File: src/tcw_pkg.sv
// shared types and constants for the text console writer
// no dependencies
package tcw_pkg;

  localparam int DEFAULT_COLUMNS = 80;
  localparam int DEFAULT_ROWS    = 25;
  localparam int QUEUE_DEPTH     = 2;

  localparam logic [7:0] NEWLINE_CHAR = 8'd10;
  localparam logic [7:0] SPACE_CHAR   = 8'd32;
  localparam logic [7:0] RESET_COLOR  = 8'h07;

  localparam logic [1:0] KIND_PUT   = 2'd0;
  localparam logic [1:0] KIND_WRITE = 2'd1;
  localparam logic [1:0] KIND_READ  = 2'd2;
  localparam logic [1:0] KIND_CLEAR = 2'd3;

  typedef enum logic [2:0] {
    OP_PUT,
    OP_NEWLINE,
    OP_WRITE,
    OP_READ,
    OP_CLEAR,
    OP_BAD
  } tcw_op_t;

  typedef struct packed {
    tcw_op_t    op;
    logic [7:0] ch;
    logic [7:0] attr;
    logic [6:0] col;
    logic [4:0] row;
  } tcw_cmd_t;

  typedef enum logic [2:0] {
    S_INIT,
    S_IDLE,
    S_READ,
    S_SCROLL,
    S_FILL,
    S_DONE
  } tcw_state_t;

endpackage

File: src/tcw_front.sv
// front end: accepts input transfers and classifies them into commands
// depends on tcw_pkg
module tcw_front #(
  parameter int COLUMNS = tcw_pkg::DEFAULT_COLUMNS,
  parameter int ROWS    = tcw_pkg::DEFAULT_ROWS
) (
  input  logic              s_tvalid,
  output logic              s_tready,
  input  logic [31:0]       s_tdata,
  input  logic [1:0]        s_tuser,
  input  logic              q_full,
  input  logic              back_ready,
  output logic              push,
  output tcw_pkg::tcw_cmd_t cmd
);
  import tcw_pkg::*;

  logic [7:0] ch;
  logic [7:0] attr;
  logic [6:0] col;
  logic [4:0] row;
  logic       out_of_range;

  assign ch   = s_tdata[7:0];
  assign attr = s_tdata[15:8];
  assign col  = s_tdata[22:16];
  assign row  = s_tdata[27:23];

  assign out_of_range = (32'(col) >= COLUMNS) || (32'(row) >= ROWS);

  assign s_tready = !q_full && back_ready;
  assign push     = s_tvalid && s_tready;

  always_comb begin
    cmd.ch   = ch;
    cmd.attr = attr;
    cmd.col  = col;
    cmd.row  = row;
    case (s_tuser)
      KIND_PUT:   cmd.op = (ch == NEWLINE_CHAR) ? OP_NEWLINE : OP_PUT;
      KIND_WRITE: cmd.op = out_of_range ? OP_BAD : OP_WRITE;
      KIND_READ:  cmd.op = out_of_range ? OP_BAD : OP_READ;
      KIND_CLEAR: cmd.op = OP_CLEAR;
      default:    cmd.op = OP_BAD;
    endcase
  end

endmodule

File: config.mk
export PLATFORM = sky130hd
export DESIGN_NAME = tcw_front
export DESIGN_NICKNAME = d
export VERILOG_FILES = /design/src/tcw_pkg.sv /design/src/tcw_front.sv
export SDC_FILE = /design/constraint.sdc
export NUM_CORES = 1
export LEC_CHECK = 0
export ABC_AREA = 1
export BUFFER_PORTS_ARGS = -buffer_cell sky130_fd_sc_hd__buf_2
export CORE_UTILIZATION = 23
export DETAILED_ROUTE_END_ITERATION = 8
export GPL_ROUTABILITY_DRIVEN = 0
export PLACE_DENSITY = 0.8
export SLEW_MARGIN = 20
export SYNTH_ARGS = -nofsm -noshare
export SYNTH_HDL_FRONTEND = slang
export SYNTH_SLANG_ARGS = --single-unit
File: constraint.sdc
create_clock -name vclk -period 0.8
set_input_delay 0.16 -clock vclk [all_inputs]
set_output_delay 0.16 -clock vclk [all_outputs]
set_load 0.03 [all_outputs]
==> flow_metrics.py <==
metrics = {
    "synth": {
        "synth_common_cells": "buf_4 (28), nand2_1 (9), nor2_1 (9), inv_1 (7), nand3_1 (3)",
        "syn-num-nets": 96,
        "yosys.cell_count.top_type": "buf_4",
        "yosys.cell_types.count": 8,
        "ys.warnings.count": 0,
        "postSynthAreaPerCell_um2": 5.73,
        "yosysTopAreaCellShare": 0.622,
        "ys_seq_area_frac": 0,
        "synth.largest_area_cell": "buf_4",
        "syn_area_um2": 338,
        "synth_area_leaders": "buf_4 (62%), nand2_1 (10%), nor2_1 (10%), inv_1 (7.8%), nand3_1 (4.4%)",
        "synthCells": 59,
    },
    "global_routing": {
        "antenna_found_initial": 0,
        "gr-total-overflow": 0,
        "grt_start_max_net_pins": 4,
        "grt_pass1_wl_um": 897,
        "grt_use_total": 0.0803,
        "grt_pass1_vias": 252,
    },
    "power_and_ir_drop": {
        "p_per_area_mw_per_mm2": 751,
        "clockPowerShare": 0,
        "combPwrFrac": 1.000,
        "ir_drop_uv": 232,
        "p_seq_frac": 0,
        "p_sw_frac": 0.586,
        "p_leak_nw": 0.300,
        "power_switching_mw": 0.230,
        "p_int_mw": 0.162,
    },
    "critical_path": {
        "max_stage_delay_ns": 0.12,
        "crit_buf_inv": 2,
        "crit_required_ns": 0.64,
        "crit_family": "simple AND/OR/NAND/NOR gates",
        "slowest_stage": "buf_6",
        "endpoint_kind": "primary output",
        "startpoint_type": "input pin",
        "cpMostUsedCell": "nor2_1",
        "critPathArrivalTime_ns": 0.82,
        "crit_chain": "buf_2, nor2_1, nand3_1, nor2_2, nor2_1, nand2_2, buf_6",
        "cp_max_fo": 2,
        "worstSetupPathType": "in2out",
    },
    "cells_and_area": {
        "area_delta_synth_final_pct": 54.4,
        "post-route-util": 0.391,
        "nets": 114,
        "regArea_um2": 0,
        "seq_cell_count": 0,
        "multi_input_area_um2": 175,
        "antennaDiodeCount": 0,
        "final_layout_size_suffix_gt1_frac": 0.800,
        "stdcell_area_um2": 522,
        "nClkBuffers": 0,
        "nFillCells": 147,
    },
    "floorplan": {
        "dieHeight_um": 40.3,
        "die_area_mm2": 0.00163,
        "die_w_um": 40.3,
        "pin_count": 70,
        "rows": 13,
        "start_util": 0.253,
        "core_area_mm2": 0.00133,
    },
    "drt": {
        "viasPerCell": 4.03,
        "post_drt_wl_per_cell_um": 9.14,
        "wl_um": 823,
        "firstDrtPassIters": 1,
        "ant_nets": 0,
        "drc": 0,
        "vias": 363,
        "drt_iter0_markers": 0,
    },
    "timing": {
        "slew_viol_final": 0,
        "hold_viol": 0,
        "tightest_slew_ns": 0.175,
        "fin_tns_setup_ns": -0.511,
        "rsz0062_at_grt": "true",
        "relSlewSlack": 0.883,
        "fmax_mhz": 1020,
        "fin_ws_ns": -0.178,
        "setup_viol": 3,
        "fin_crit_ns": 0.978,
        "finalCritPeriodShare": 1.22,
    },
    "outcome": {
        "status": "finished with violations",
        "failed_checks": "setup timing",
    },
    "job": {
        "maxCapViolCount": 0,
    },
    "place": {
        "io_buffers": 42,
        "place_area_um2": 392,
        "place_ws_ns": -0.272,
    },
    "min_path": {
        "hold_class": "in2out",
    },
    "clocking": {
        "cts_hold_repair.buffers": 0,
        "post-cts-setup-buffer-count": 0,
    },
}
[cell usage in the layout, fill, tap and decap left out]
master   instances
buf_2           31
buf_4            3
buf_6            7
buf_8            3
inv_1            6
inv_2            1
nand2_1          4
nand2_2          5
nand3_1          1
nand3_2          1
nand3_4          1
nor2_1           4
nor2_2           3
nor2_4           3
nor3b_2          1
o21ai_4          1
[power by group through the flow]
stage	Combinational, mW	Sequential (mW)	Clock, mW
6_report	0.392	0	0
2_1_floorplan	0.352	0	0
3_5_place_dp	0.312	0	0
3_3_place_gp	0.307	0	0
5_1_grt	0.421	0	0
4_1_cts	0.357	0	0
[worst paths after layout]
kind | endpoint | startpoint | cells after the start
setup / recovery | cmd[28] | s_tdata[0] | 7
hold / removal | cmd[13] | s_tdata[9] | 0
[repair_timing]
item / CTS / global route
cloned: 0 / 0
hold endpoints to repair: 0 / 0
resized for setup: 19 / 15
setup endpoints to repair: 3 / 4
pin swaps: 9 / 14
[stage by stage]
| stage | std cells | total power, mW | hold WS [ns] |
|---|---|---|---|
| floorplan | 59 | 0.352 | 0.388 |
| global placement | 90 | 0.307 | 0.320 |
| detailed placement | 90 | 0.312 | 0.320 |
| CTS | 90 | 0.357 | 0.320 |
| global route | 90 | 0.421 | 0.320 |
| finish | 90 | 0.392 | 0.320 |
[layout make-up]
| cell class | count | share of cell area |
|---|---|---|
| Tap cell | 15 | 0.0360 |
| Timing Repair Buffer | 44 | 0.578 |
| Multi-Input combinational cell | 24 | 0.336 |
| Inverter | 7 | 0.0504 |
[metal layers]
layer	part of all wire	wire length, um	track usage	vias to the layer above
met5	0	0	0	-
met4	0.0061	5	0.0167	0
met3	0.14	115	0.00556	2
met2	0.60	495	0.206	31
met1	0.25	207	0.0519	150
li1	-	-	-	180
[cell families (layout without fill, tap and decap cells)]
logic type	Yosys count	count (layout)	synth area share
AOI/OAI and AO/OA	1	1	0.0148
and+or+nand+nor	23	23	0.285
buffers and inverters	35	51	0.700
Note: power is estimated with default switching activity, not from simulation.
