`src/tcw_pkg.sv`:
```
// shared types and constants for the text console writer
// no dependencies
package tcw_pkg;

  localparam int DEFAULT_COLUMNS = 80;
  localparam int DEFAULT_ROWS    = 25;
  localparam int QUEUE_DEPTH     = 2;

  localparam logic [7:0] NEWLINE_CHAR = 8'd10;
  localparam logic [7:0] SPACE_CHAR   = 8'd32;
  localparam logic [7:0] RESET_COLOR  = 8'h07;

  localparam logic [1:0] KIND_PUT   = 2'd0;
  localparam logic [1:0] KIND_WRITE = 2'd1;
  localparam logic [1:0] KIND_READ  = 2'd2;
  localparam logic [1:0] KIND_CLEAR = 2'd3;

  typedef enum logic [2:0] {
    OP_PUT,
    OP_NEWLINE,
    OP_WRITE,
    OP_READ,
    OP_CLEAR,
    OP_BAD
  } tcw_op_t;

  typedef struct packed {
    tcw_op_t    op;
    logic [7:0] ch;
    logic [7:0] attr;
    logic [6:0] col;
    logic [4:0] row;
  } tcw_cmd_t;

  typedef enum logic [2:0] {
    S_INIT,
    S_IDLE,
    S_READ,
    S_SCROLL,
    S_FILL,
    S_DONE
  } tcw_state_t;

endpackage

```
`src/tcw_queue.sv`:
```
// short command queue between front end and back end
// depends on tcw_pkg
module tcw_queue (
  input  logic              clk,
  input  logic              rst,
  input  logic              push,
  input  tcw_pkg::tcw_cmd_t push_cmd,
  output logic              full,
  output logic              valid,
  input  logic              pop,
  output tcw_pkg::tcw_cmd_t pop_cmd
);
  import tcw_pkg::*;

  localparam int PW = (QUEUE_DEPTH > 1) ? $clog2(QUEUE_DEPTH) : 1;
  localparam int NW = $clog2(QUEUE_DEPTH + 1);

  tcw_cmd_t        entries [QUEUE_DEPTH];
  logic [PW-1:0]   wr_ptr;
  logic [PW-1:0]   rd_ptr;
  logic [NW-1:0]   count;

  assign full    = (count == NW'(QUEUE_DEPTH));
  assign valid   = (count != '0);
  assign pop_cmd = entries[rd_ptr];

  always_ff @(posedge clk) begin
    if (push) begin
      entries[wr_ptr] <= push_cmd;
    end
  end

  always_ff @(posedge clk) begin
    if (rst) begin
      wr_ptr <= '0;
      rd_ptr <= '0;
      count  <= '0;
    end else begin
      if (push) begin
        wr_ptr <= (wr_ptr == PW'(QUEUE_DEPTH - 1)) ? '0 : wr_ptr + 1'b1;
      end
      if (pop) begin
        rd_ptr <= (rd_ptr == PW'(QUEUE_DEPTH - 1)) ? '0 : rd_ptr + 1'b1;
      end
      case ({push, pop})
        2'b10:   count <= count + 1'b1;
        2'b01:   count <= count - 1'b1;
        default: count <= count;
      endcase
    end
  end

endmodule

```
`config.mk`:
```
export PLATFORM = sky130hd
export DESIGN_NAME = tcw_queue
export DESIGN_NICKNAME = d
export VERILOG_FILES = /design/src/tcw_pkg.sv /design/src/tcw_queue.sv
export SDC_FILE = /design/constraint.sdc
export NUM_CORES = 1
export LEC_CHECK = 0
export BUFFER_PORTS_ARGS = -buffer_cell sky130_fd_sc_hd__buf_4
export CORE_ASPECT_RATIO = 1.1
export CORE_UTILIZATION = 35
export DETAILED_ROUTE_END_ITERATION = 7
export SYNTH_ARGS = -nofsm -noshare
export SYNTH_HDL_FRONTEND = slang
export SYNTH_SLANG_ARGS = --single-unit
```
`constraint.sdc`:
```
create_clock -name clk -period 3 [get_ports clk]
set_input_delay 0.6 -clock clk [delete_from_list [all_inputs] [get_ports clk]]
set_output_delay 0.6 -clock clk [all_outputs]
set_load 0.05 [all_outputs]
```
==> reports/qor.yml <==
worstPathRequired_ns: 2.40
syn_to_final_growth_pct: 34.40
worstHoldStart: "push_cmd[28]"
ctsRootBufferMaster: "clkbuf_8"
crit_path_max_fanout: 17
nets: 233
tns_ns: 0
clockBufferDepth: 2
hold_end: "entries[0][28]"
yosysWarnings: 0
first_global_vias: 1386
die_w_um: 81.51
cp.arrival_ns: 1.49
worst_setup_path_start_kind: "flip-flop"
ant_nets: 0
diodes: 0
gp_congestion: 0.6608
drt-total-wl_um: 4121
dp.final_hpwl_um: 2928
die_y_um: 89.46
cts_tree: "yes"
rsz0062_at_grt: "no"
leakagePower_nw: 1.237
hold_class: "in -> reg"
drt_pass1_iterations: 4
path_class: "reg -> out"
min_period_over_period: 0.6952
cts_inserted_buffers: 9
finalHoldWorstSlack_ns: 0.4574
place_worst_setup_slack_ns: 1.121
fmax_ghz: 0.4795
rr_startpoint: "wr_ptr"
rows: 31
core_area_um2: 6671
wl_per_cell_um: 14.51
timing.rr.end: "entries[0][12]"
synth.avg_cell_area_um2: 20.62
reg2reg_setup_slack_ns: 1.55
slew_headroom: 0.4038
tightest_slew_ns: 0.8922
powerDensity_nw_per_um2: 706.5
initial_core_util: 0.3648
path_clk_slew_ns: 0.07
ys_seq_elements: 67
cts_max_level: 3
num-fill-cells: 577
fin_cells: 284
final_layout_size_suffix_gt1_frac: 0.5891
hold_depth: 1
ios: 68
avgViaCountPerCell: 4.472
vdd_drop_max_v: 0.0002587
setup_slack_ns: 0.9145
worst-r2r-cell-count: 1
dieArea_um2: 7291
status: "finished, final reports clean"
fin_skew_ns: 0.005954
end_kind: "output pin"
syn_nets: 154
postCtsSetupRepairBufs: 0
synth_cells: 118
vias: 1270
yosysUniqueCellTypes: 15
drt_iter0_markers: 48
overflow: 0
cap_violations: 0
netlist_area_um2: 2434
numPortBuffers: 67
grt_usage: 0.1208
final.min_clock_period_ns: 2.086
grt_pass1_wl_um: 6210
drc: 0
clock_sinks: 67
ys_seq_area_frac: 0.8062
cts_resized: 0
antenna_found_initial: 0
drv_slew: 0
holdBufCountCts: 0
multiInputGateArea_um2: 460.4
grt_max_degree: 32
ff_latch_area_um2: 1962
clk_latency_ns: 0.32
place_inst: 268
hold_violations: 0
setup_viol: 0
==> cell type report <==
cell class                      count  share of cell area
Multi-Input combinational cell     47              0.1408
Inverter                            1            0.001148
Tap cell                           82             0.03137
Sequential cell                    67              0.5998
Clock inverter                      6             0.02487
Clock buffer                       10             0.03902
Timing Repair Buffer               71              0.1630
==> metrics by stage <==
| stage | power (mW) | instance area (µm²) | utilization |
|---|---|---|---|
| after floorplan | 1.412 | 2434 | - |
| after global placement | 1.552 | 3062 | 0.4589 |
| after detailed placement | 1.563 | 3062 | 0.4589 |
| after CTS | 2.333 | 3271 | 0.4902 |
| after global routing | 2.399 | 3271 | 0.4902 |
| final | 2.311 | 3271 | 0.4902 |
==> critical path, cell delays in order (launching register included) <==
cell     delay, ns
dfxtp_1       0.33
buf_4         0.26
mux2_2        0.38
buf_4         0.19
==> cells in the mapped netlist <==
library cell | number | area (µm²)
or2_2 | 1 | 6.260
xor2_1 | 1 | 8.760
a21oi_1 | 1 | 5.000
inv_1 | 1 | 3.750
o21ai_0 | 1 | 5.000
and2_1 | 1 | 6.260
ha_1 | 1 | 12.51
or3_1 | 1 | 6.260
xnor2_1 | 3 | 26.28
nor2_1 | 5 | 18.77
mux2_2 | 31 | 349.1
edfxtp_1 | 62 | 1862
buf_2 | 3 | 15.01
dfxtp_1 | 5 | 100.1
and2b_2 | 1 | 8.760
==> worst max-delay path by stage <==
stage | endpoint | slack, ns | depth (start not counted)
final | pop_cmd[26] | 0.91 | 3
after global routing | pop_cmd[26] | 0.83 | 3
after CTS | pop_cmd[26] | 0.89 | 3
after detailed placement | entries[0][9] | 1.12 | 3
after global placement | entries[0][11] | 1.16 | 3
after floorplan | entries[0][0] | 0.62 | 2
==> kinds of logic (layout without fill, tap and decap cells) <==
kind of cell | count (synthesis) | count (layout) | share of synthesized area
and+or+nand+nor | 9 | 9 | 0.01903
DFF | 67 | 67 | 0.8062
buffers and inverters | 4 | 88 | 0.007709
xor gates and xnor gates | 4 | 4 | 0.01440
AOI/OAI and AO/OA | 2 | 2 | 0.004109
muxes | 31 | 31 | 0.1434
adders and majority gates | 1 | 1 | 0.005141
==> where the power goes <==
group / total, mW / internal (mW) / switching, mW
sequential: 1.10 / 1.09 / 0.0180
clock: 0.774 / 0.462 / 0.311
combinational: 0.432 / 0.155 / 0.277
==> flip-flops by register name, summed over array words and instances (netlist names), named ones only <==
name,flops
count,2
wr_ptr,1
entries,62
rd_ptr,1
==> routing by layer <==
metal | GRT usage | part of all wire
met1 | 0.1297 | 0.39
met2 | 0.2144 | 0.55
met3 | 0.03980 | 0.045
met4 | 0.05519 | 0.0097
met5 | 0 | 0
==> layout by cell type, fill, tap and decap left out, drive strengths merged <==
master    count
a21oi         1
xnor2         3
clkinv        3
buf          71
ha            1
or2           1
o21ai         1
edfxtp       62
bufinv        2
xor2          1
inv           1
mux2         31
clkbuf       10
and2          1
and2b         1
clkinvlp      1
or3           1
dfxtp         5
nor2          5
Note: power is estimated with default switching activity, not from simulation.
